File: config.mk
export PLATFORM = sky130hd
export DESIGN_NAME = b2c_ctrl
export DESIGN_NICKNAME = d
export VERILOG_FILES = /design/src/hdl/b2c_pkg.sv /design/src/hdl/b2c_ctrl.sv
export SDC_FILE = /design/constraint.sdc
export NUM_CORES = 1
export LEC_CHECK = 0
export BUFFER_PORTS_ARGS = -buffer_cell sky130_fd_sc_hd__buf_2
export CORE_AREA = 2 2 132 134
export CTS_BUF_LIST = sky130_fd_sc_hd__clkbuf_8 sky130_fd_sc_hd__clkbuf_16
export DETAILED_ROUTE_END_ITERATION = 12
export DIE_AREA = 0 0 134 136
export PLACE_DENSITY_LB_ADDON = 0.3
export SLEW_MARGIN = 40
export SYNTH_ARGS = -nofsm -noshare
export SYNTH_HDL_FRONTEND = slang
export SYNTH_SLANG_ARGS = --single-unit
File: constraint.sdc
create_clock -name clock -period 2.9 [get_ports clock]
set_clock_uncertainty 0.15 [all_clocks]
set_input_delay 0.435 -clock clock [delete_from_list [all_inputs] [get_ports clock]]
set_output_delay 0.435 -clock clock [all_outputs]
set_load 0.05 [all_outputs]
File: src/hdl/b2c_pkg.sv
// Package for the BLAKE2b compression unit: payload structs, IV, sigma schedule.
// No dependencies.
`timescale 1ns / 1ps
package b2c_pkg;
   localparam int NumRounds = 12;

   typedef enum logic [0:0] {CMD_CHAIN = 1'b0, CMD_MSG = 1'b1} command_type;

   typedef struct packed {
      logic        command;
      logic [3:0]  word_index;
      logic [63:0] data;
      logic [63:0] counter_low;
      logic [63:0] counter_high;
      logic [63:0] flag_word0;
      logic [63:0] flag_word1;
   } req_type;

   typedef struct packed {
      logic [63:0] hash_word;
      logic [2:0]  out_index;
      logic        last;
   } rsp_type;

   typedef enum logic [1:0] {ST_LOAD, ST_INIT, ST_ROUND, ST_EMIT} state_type;

   typedef struct packed {
      logic load_chain;
      logic load_msg;
      logic init_vec;
      logic do_half;
      logic half_sel;
      logic [3:0] round;
      logic fold;
   } cmd_type;

   function automatic logic [63:0] iv_word(input logic [2:0] i);
      case (i)
         3'd0: iv_word = 64'h6a09e667f3bcc908;
         3'd1: iv_word = 64'hbb67ae8584caa73b;
         3'd2: iv_word = 64'h3c6ef372fe94f82b;
         3'd3: iv_word = 64'ha54ff53a5f1d36f1;
         3'd4: iv_word = 64'h510e527fade682d1;
         3'd5: iv_word = 64'h9b05688c2b3e6c1f;
         3'd6: iv_word = 64'h1f83d9abfb41bd6b;
         default: iv_word = 64'h5be0cd19137e2179;
      endcase
   endfunction

   function automatic logic [63:0] sigma_row(input logic [3:0] r);
      case (r)
         4'd0, 4'd10: sigma_row = 64'hfedcba9876543210;
         4'd1, 4'd11: sigma_row = 64'h357b20c16df984ae;
         4'd2: sigma_row = 64'h491763eadf250c8b;
         4'd3: sigma_row = 64'h8f04a562ebcd1397;
         4'd4: sigma_row = 64'hd386cb1efa427509;
         4'd5: sigma_row = 64'h91ef57d438b0a6c2;
         4'd6: sigma_row = 64'hb8293670a4def15c;
         4'd7: sigma_row = 64'ha2684f05931ce7bd;
         4'd8: sigma_row = 64'h5a417d2c803b9ef6;
         default: sigma_row = 64'h0dc3e9bf5167482a;
      endcase
   endfunction

   function automatic logic [63:0] rotr(input logic [63:0] x, input int n);
      rotr = (x >> n) | (x << (64 - n));
   endfunction
endpackage

File: src/hdl/b2c_ctrl.sv
// Controller of the BLAKE2b compression unit: load, init, round and emit sequencing.
// Depends on b2c_pkg.
`timescale 1ns / 1ps
module b2c_ctrl import b2c_pkg::*; (
   input  logic    clock,
   input  logic    reset,
   input  logic    req_valid,
   output logic    req_stall,
   input  req_type req_data,
   output logic    out_valid,
   input  logic    out_taken,
   output logic [2:0] out_idx,
   output cmd_type cmd
);
   state_type state_ff, state_in;
   logic [3:0] round_ff, round_in;
   logic half_ff, half_in;
   logic [2:0] emit_ff, emit_in;
   logic acc;

   assign acc = req_valid && (state_ff == ST_LOAD);

   always_comb begin
      state_in = state_ff;
      round_in = round_ff;
      half_in = half_ff;
      emit_in = emit_ff;
      case (state_ff)
         ST_LOAD: begin
            if (acc && req_data.command == CMD_MSG && req_data.word_index == 4'hf) begin
               state_in = ST_INIT;
            end
         end
         ST_INIT: begin
            state_in = ST_ROUND;
            round_in = '0;
            half_in = 1'b0;
         end
         ST_ROUND: begin
            half_in = ~half_ff;
            if (half_ff) begin
               if (round_ff == 4'(NumRounds - 1)) begin
                  round_in = '0;
                  emit_in = '0;
                  state_in = ST_EMIT;
               end else begin
                  round_in = round_ff + 4'd1;
               end
            end
         end
         ST_EMIT: begin
            if (out_taken) begin
               emit_in = emit_ff + 3'd1;
               if (emit_ff == 3'd7) begin
                  state_in = ST_LOAD;
               end
            end
         end
         default: state_in = ST_LOAD;
      endcase
   end

   always_comb begin
      req_stall = (state_ff != ST_LOAD);
      out_valid = (state_ff == ST_EMIT);
      out_idx = emit_ff;
      cmd = '0;
      cmd.load_chain = acc && req_data.command == CMD_CHAIN && !req_data.word_index[3];
      cmd.load_msg = acc && req_data.command == CMD_MSG;
      cmd.init_vec = (state_ff == ST_INIT);
      cmd.do_half = (state_ff == ST_ROUND);
      cmd.half_sel = half_ff;
      cmd.round = round_ff;
      cmd.fold = (state_ff == ST_ROUND) && half_ff && round_ff == 4'(NumRounds - 1);
   end

   always_ff @(posedge clock) begin
      if (reset) begin
         state_ff <= ST_LOAD;
         round_ff <= '0;
         half_ff <= 1'b0;
         emit_ff <= '0;
      end else begin
         state_ff <= state_in;
         round_ff <= round_in;
         half_ff <= half_in;
         emit_ff <= emit_in;
      end
   end
endmodule

**After elaboration in Yosys (flattened, before gate mapping)**

Index checks and enable logic that the tools add are counted.
W data, S select, Z words.

- $add $sub $neg: 2
- Mux-type cells: 14
- Reductions and logical operators: 15
- Bitwise operators: 2
- Eq/ne operators: 11

Operators by type and width:

| kind | count |
|---|---|
| $mux W2 | 5 |
| $ne A2 B1 Y1 const B | 5 |
| $mux W3 | 3 |
| $eq A4 B4 Y1 const B | 2 |
| $mux W4 | 2 |
| $pmux W2 S4 | 1 |
| $pmux W4 S2 | 1 |
| $logic_and A1 B1 Y1 | 7 |
| $pmux W3 S2 | 1 |
| $reduce_bool A2 Y1 | 3 |
| $reduce_and A5 Y1 | 1 |
| $add A4 B1 Y4 const B | 1 |
| $eq A2 B2 Y1 const B | 2 |
| $reduce_and A4 Y1 | 1 |
| $add A3 B1 Y3 const B | 1 |
| $eq A3 B3 Y1 const B | 1 |
| $eq A2 B1 Y1 const B | 1 |
| $logic_not A2 Y1 | 1 |
| $not A1 Y1 | 2 |
| $pmux W1 S2 | 1 |
| $reduce_and A2 Y1 | 1 |
| $logic_not A1 Y1 | 1 |

- Flip-flop bits (word level): 10
- Input bits: 329

**Longest topological paths before layout**

- Depth after elaboration: 6
- Depth in mapped cells: 7

**Least setup slack after synthesis**

OpenSTA, ideal clock, no wires.

- Kind: reg2out
- Start point: register state_ff[0]
- End point: output cmd[9] (netlist name)
- Required time: 2.315 ns
- Path buffers: 0
- Cell stages (with the launch flop): 5
- Arrival time: 1.745 ns
- Setup slack: 0.570 ns
- Path through: dfxtp_1 inv_1 ha_1 nand2_1 nor3_1

RTL lines:

| element | line | RTL |
|---|---|---|
| start, declared | b2c_ctrl.sv:15 | `state_type state_ff, state_in;` |
| start signal, assigned | b2c_ctrl.sv:84 | `state_ff <= state_in;` |
| end, declared | b2c_ctrl.sv:13 | `output cmd_type cmd` |

==> summary.txt <==
Setup path
  – Critical path class: reg2out
  – Setup crit end: cmd[9]
  – Crit path from: state_ff[1]$_SDFFE_PP0P_
  – CP required: between 2000 and 2500 ps
  – Crit end category: output pin
  – Startpoint types: flop
  – Reg2reg path depth: 6
  – Crit Path Max Fanout: 4
  – Reg-to-reg endpoint: out_idx[0]$_SDFFE_PP0P_
  – Worst reg2reg path startpoint: state_ff[0]$_SDFFE_PP0P_
  – Worst EP arrival: ~1600 ps
  – R2R setup slack: 1000 ps

STA
  – Minimum clock period: between 2000 and 2500 ps
  – Max-slew violations: 0
  – Final clock period utilization by the worst path: between 70% and 80%
  – Tightest Pin Transition: between 400 and 500 ps
  – Hold Fails Final Rpt: 0
  – TNS Setup: 0 ps
  – RSZ-0062 raised after global routing: no
  – Achievable Freq: between 400 and 500 MHz
  – Setup violations, final: 0
  – Max-slew headroom at the worst pin: roughly 70%

Clocking
  – Clock Tree Buf Depth: 2
  – CTS Buf Count: 3
  – Skew-Pair Late Insertion Delay: 230 ps
  – Number of setup buffers added after CTS: 0
  – CTS tree: built
  – Clock sinks: 10
  – Worst-path clk slew: 40 ps
  – Post-CTS Resized: 0
  – Root buf cell: clkbuf_16
  – Hold buffers post-CTS: 0
  – Htree depth: 1

Layout
  – Area Growth Syn to Fin: 73.75%
  – Layout cell share with drive strength beyond 1: approximately a third
  – Final-stage net count: roughly 430
  – Ant. Diodes: 0
  – Non-Filler Instances: 321

Floorplan
  – Io pins: 344
  – Die Area: roughly 18,000 µm²
  – Die Wd: between 100 and 150 µm
  – Core box area: approximately 17,000 µm²
  – Die height: 136 µm
  – Initial Util: ~3.7%
  – Site row count: 48

Detailed routing
  – Vias per inst: 1.835
  – Drt total wl: between 2 and 2.5 mm
  – Vias: slightly below 600
  – Post-route DRC: 0
  – Average routed wire per standard cell: between 6 and 7 µm
  – Antenna Violating Nets Remaining: 0
  – Iter 0 DRT Violations: 22
  – Initial DRT Pass Iterations: 4

Pwr
  – PwrDens: 555.4 nW/µm²
  – Sw frac: between 30% and 40%
  – P_sw: roughly 200 µW
  – Max rail drop VDD: 147.8 µV
  – Clock power frac: between 40% and 50%
  – Lkg Pwr: 0.4132 nW
  – Power Internal: 403.1 µW
  – Combinational power share: just over 30%
  – Sequential power share: between 20 and 30%

Place
  – Placed cells: around 320
  – I/O Buffers: 23
  – Gpl congestion: a little over 0.6

Logic synthesis
  – Post-synthesis register bit count: 10
  – Post-Syn Area: around 620 µm²
  – Avg Inst Size Synth: 8.553 µm²
  – Synthesized net count: just over 400
  – Netlist cell types: 29
  – Warning count from the yosys run: 0
  – Mapped Cells: 73
  – Seq/Total Area, Yosys: around 32%

Global route
  – Gr ovfl total: 0
  – GRT Overall Usage: between 2 and 3%
  – Initial antenna violation count: 0
  – Vias in the first global route: 568
  – First-pass GRT wire length: between 3 and 4 mm
  – Largest net degree at the start of global routing: 13

Job
  – Max-cap check violation count: 0

Min path
  – Hold WC Path Type: reg2reg

Outcome
  – Status: finished clean
[layer usage]
metal  routed length (µm)  global-route usage (%)
met4                   10                  0.8865
met2                  966                   3.647
met3                  150                   1.454
met1                 1104                   3.283
met5                    0                       0
[cell usage after synthesis]
master | number | area [µm²]
dfxtp_1 | 10 | 200.2
ha_1 | 8 | 100.1
a21oi_1 | 7 | 35.03
nand2_1 | 6 | 22.52
nor2_1 | 6 | 22.52
inv_1 | 5 | 18.77
nand4_1 | 3 | 18.77
o21ai_0 | 3 | 15.01
a22o_1 | 2 | 17.52
and3_1 | 2 | 12.51
buf_4 | 2 | 15.01
nor3_1 | 2 | 10.01
a211oi_2 | 1 | 12.51
a22oi_1 | 1 | 7.510
a311oi_1 | 1 | 8.760
a31o_2 | 1 | 8.760
a31oi_1 | 1 | 6.260
a32oi_1 | 1 | 8.760
and3b_1 | 1 | 8.760
buf_2 | 1 | 5.000
clkbuf_2 | 1 | 5.000
mux2_2 | 1 | 11.26
nand2b_1 | 1 | 6.260
nand3_1 | 1 | 5.000
nand3_2 | 1 | 10.01
nand3b_1 | 1 | 7.510
nand4b_1 | 1 | 8.760
o21ai_2 | 1 | 8.760
o21bai_1 | 1 | 7.510
[cell families after synthesis]
family / synth area share, %
compound gates: 21.85
fa+ha+maj: 16.03
buf+inv: 7.012
flops: 32.06
mux: 1.803
simple gates: 21.24
[placed cells by master, fill, tap and decap left out]
cell | synthesis | routed
o21bai_1 | 1 | 1
ha_1 | 8 | 8
a31oi_1 | 1 | 1
nor2_1 | 6 | 6
nand2_1 | 6 | 6
nand4_1 | 3 | 3
a32oi_1 | 1 | 1
a31o_2 | 1 | 1
o21ai_0 | 3 | 3
nand2b_1 | 1 | 1
nand4b_1 | 1 | 1
a21oi_1 | 7 | 7
nand3_1 | 1 | 1
a311oi_1 | 1 | 1
inv_1 | 5 | 5
clkbuf_8 | 0 | 1
dfxtp_1 | 10 | 10
a22oi_1 | 1 | 1
buf_2 | 1 | 23
a22o_1 | 2 | 2
mux2_2 | 1 | 1
and3b_1 | 1 | 1
nand3b_1 | 1 | 1
and3_1 | 2 | 2
o21ai_2 | 1 | 1
nand3_2 | 1 | 1
nor3_1 | 2 | 2
clkbuf_16 | 0 | 3
a211oi_2 | 1 | 1
[final cells by class]
type	count	area, µm²
fill	1966	15790
sequential	10	200.2
clock buffer	4	88.84
multi-input combinational	54	380.4
inverter	5	18.77
timing repair buffer	23	115.1
tap	225	281.5
[critical path, stage by stage, from the launching register on]
cell and delay (ps):
dfxtp_1 320, inv_1 130, ha_1 290, nand2_1 80, nor3_1 240, buf_2 340
[power groups by stage]
stage                     Clock (mW)  Combinational [mW]  Sequential, mW
final                          0.268               0.182           0.152
after global routing           0.283               0.199           0.154
after CTS                      0.275               0.186           0.153
after detailed placement           0               0.185           0.155
after global placement             0               0.186           0.155
after floorplan                    0               0.140           0.153
[state kept, by name, summed over array words and instances, names as in the netlist]
| signal | flops |
|---|---|
| round_ff | 4 |
| out_idx | 3 |
| state_ff | 2 |
| half_ff | 1 |
[worst min-delay path by stage]
stage	from	end	cells past startpoint
5_1_grt	reset	half_ff$_SDFFE_PP0P_	2
4_1_cts	out_idx[1]$_SDFFE_PP0P_	out_idx[1]$_SDFFE_PP0P_	1
2_1_floorplan	state_ff[0]$_SDFFE_PP0P_	state_ff[0]$_SDFFE_PP0P_	2
3_5_place_dp	out_idx[1]$_SDFFE_PP0P_	out_idx[1]$_SDFFE_PP0P_	1
3_3_place_gp	out_idx[1]$_SDFFE_PP0P_	out_idx[1]$_SDFFE_PP0P_	1
6_report	out_idx[1]$_SDFFE_PP0P_	out_idx[1]$_SDFFE_PP0P_	1
[per-stage QoR]
stage	power (mW)	hold slack [ps]	cell area, µm²	utilization, %	worst slack (ps)
final	0.6024	342.3	1085	6.428	690.8
after global routing	0.6368	365.8	1085	6.428	516.0
after CTS	0.6136	348.8	1085	6.428	633.8
after detailed placement	0.3404	336.3	996.0	5.902	890.6
after global placement	0.3407	341.3	996.0	5.902	867.9
after floorplan	0.2932	398.2	624.3	-	570.2
Note: power is estimated with default switching activity, not from simulation.
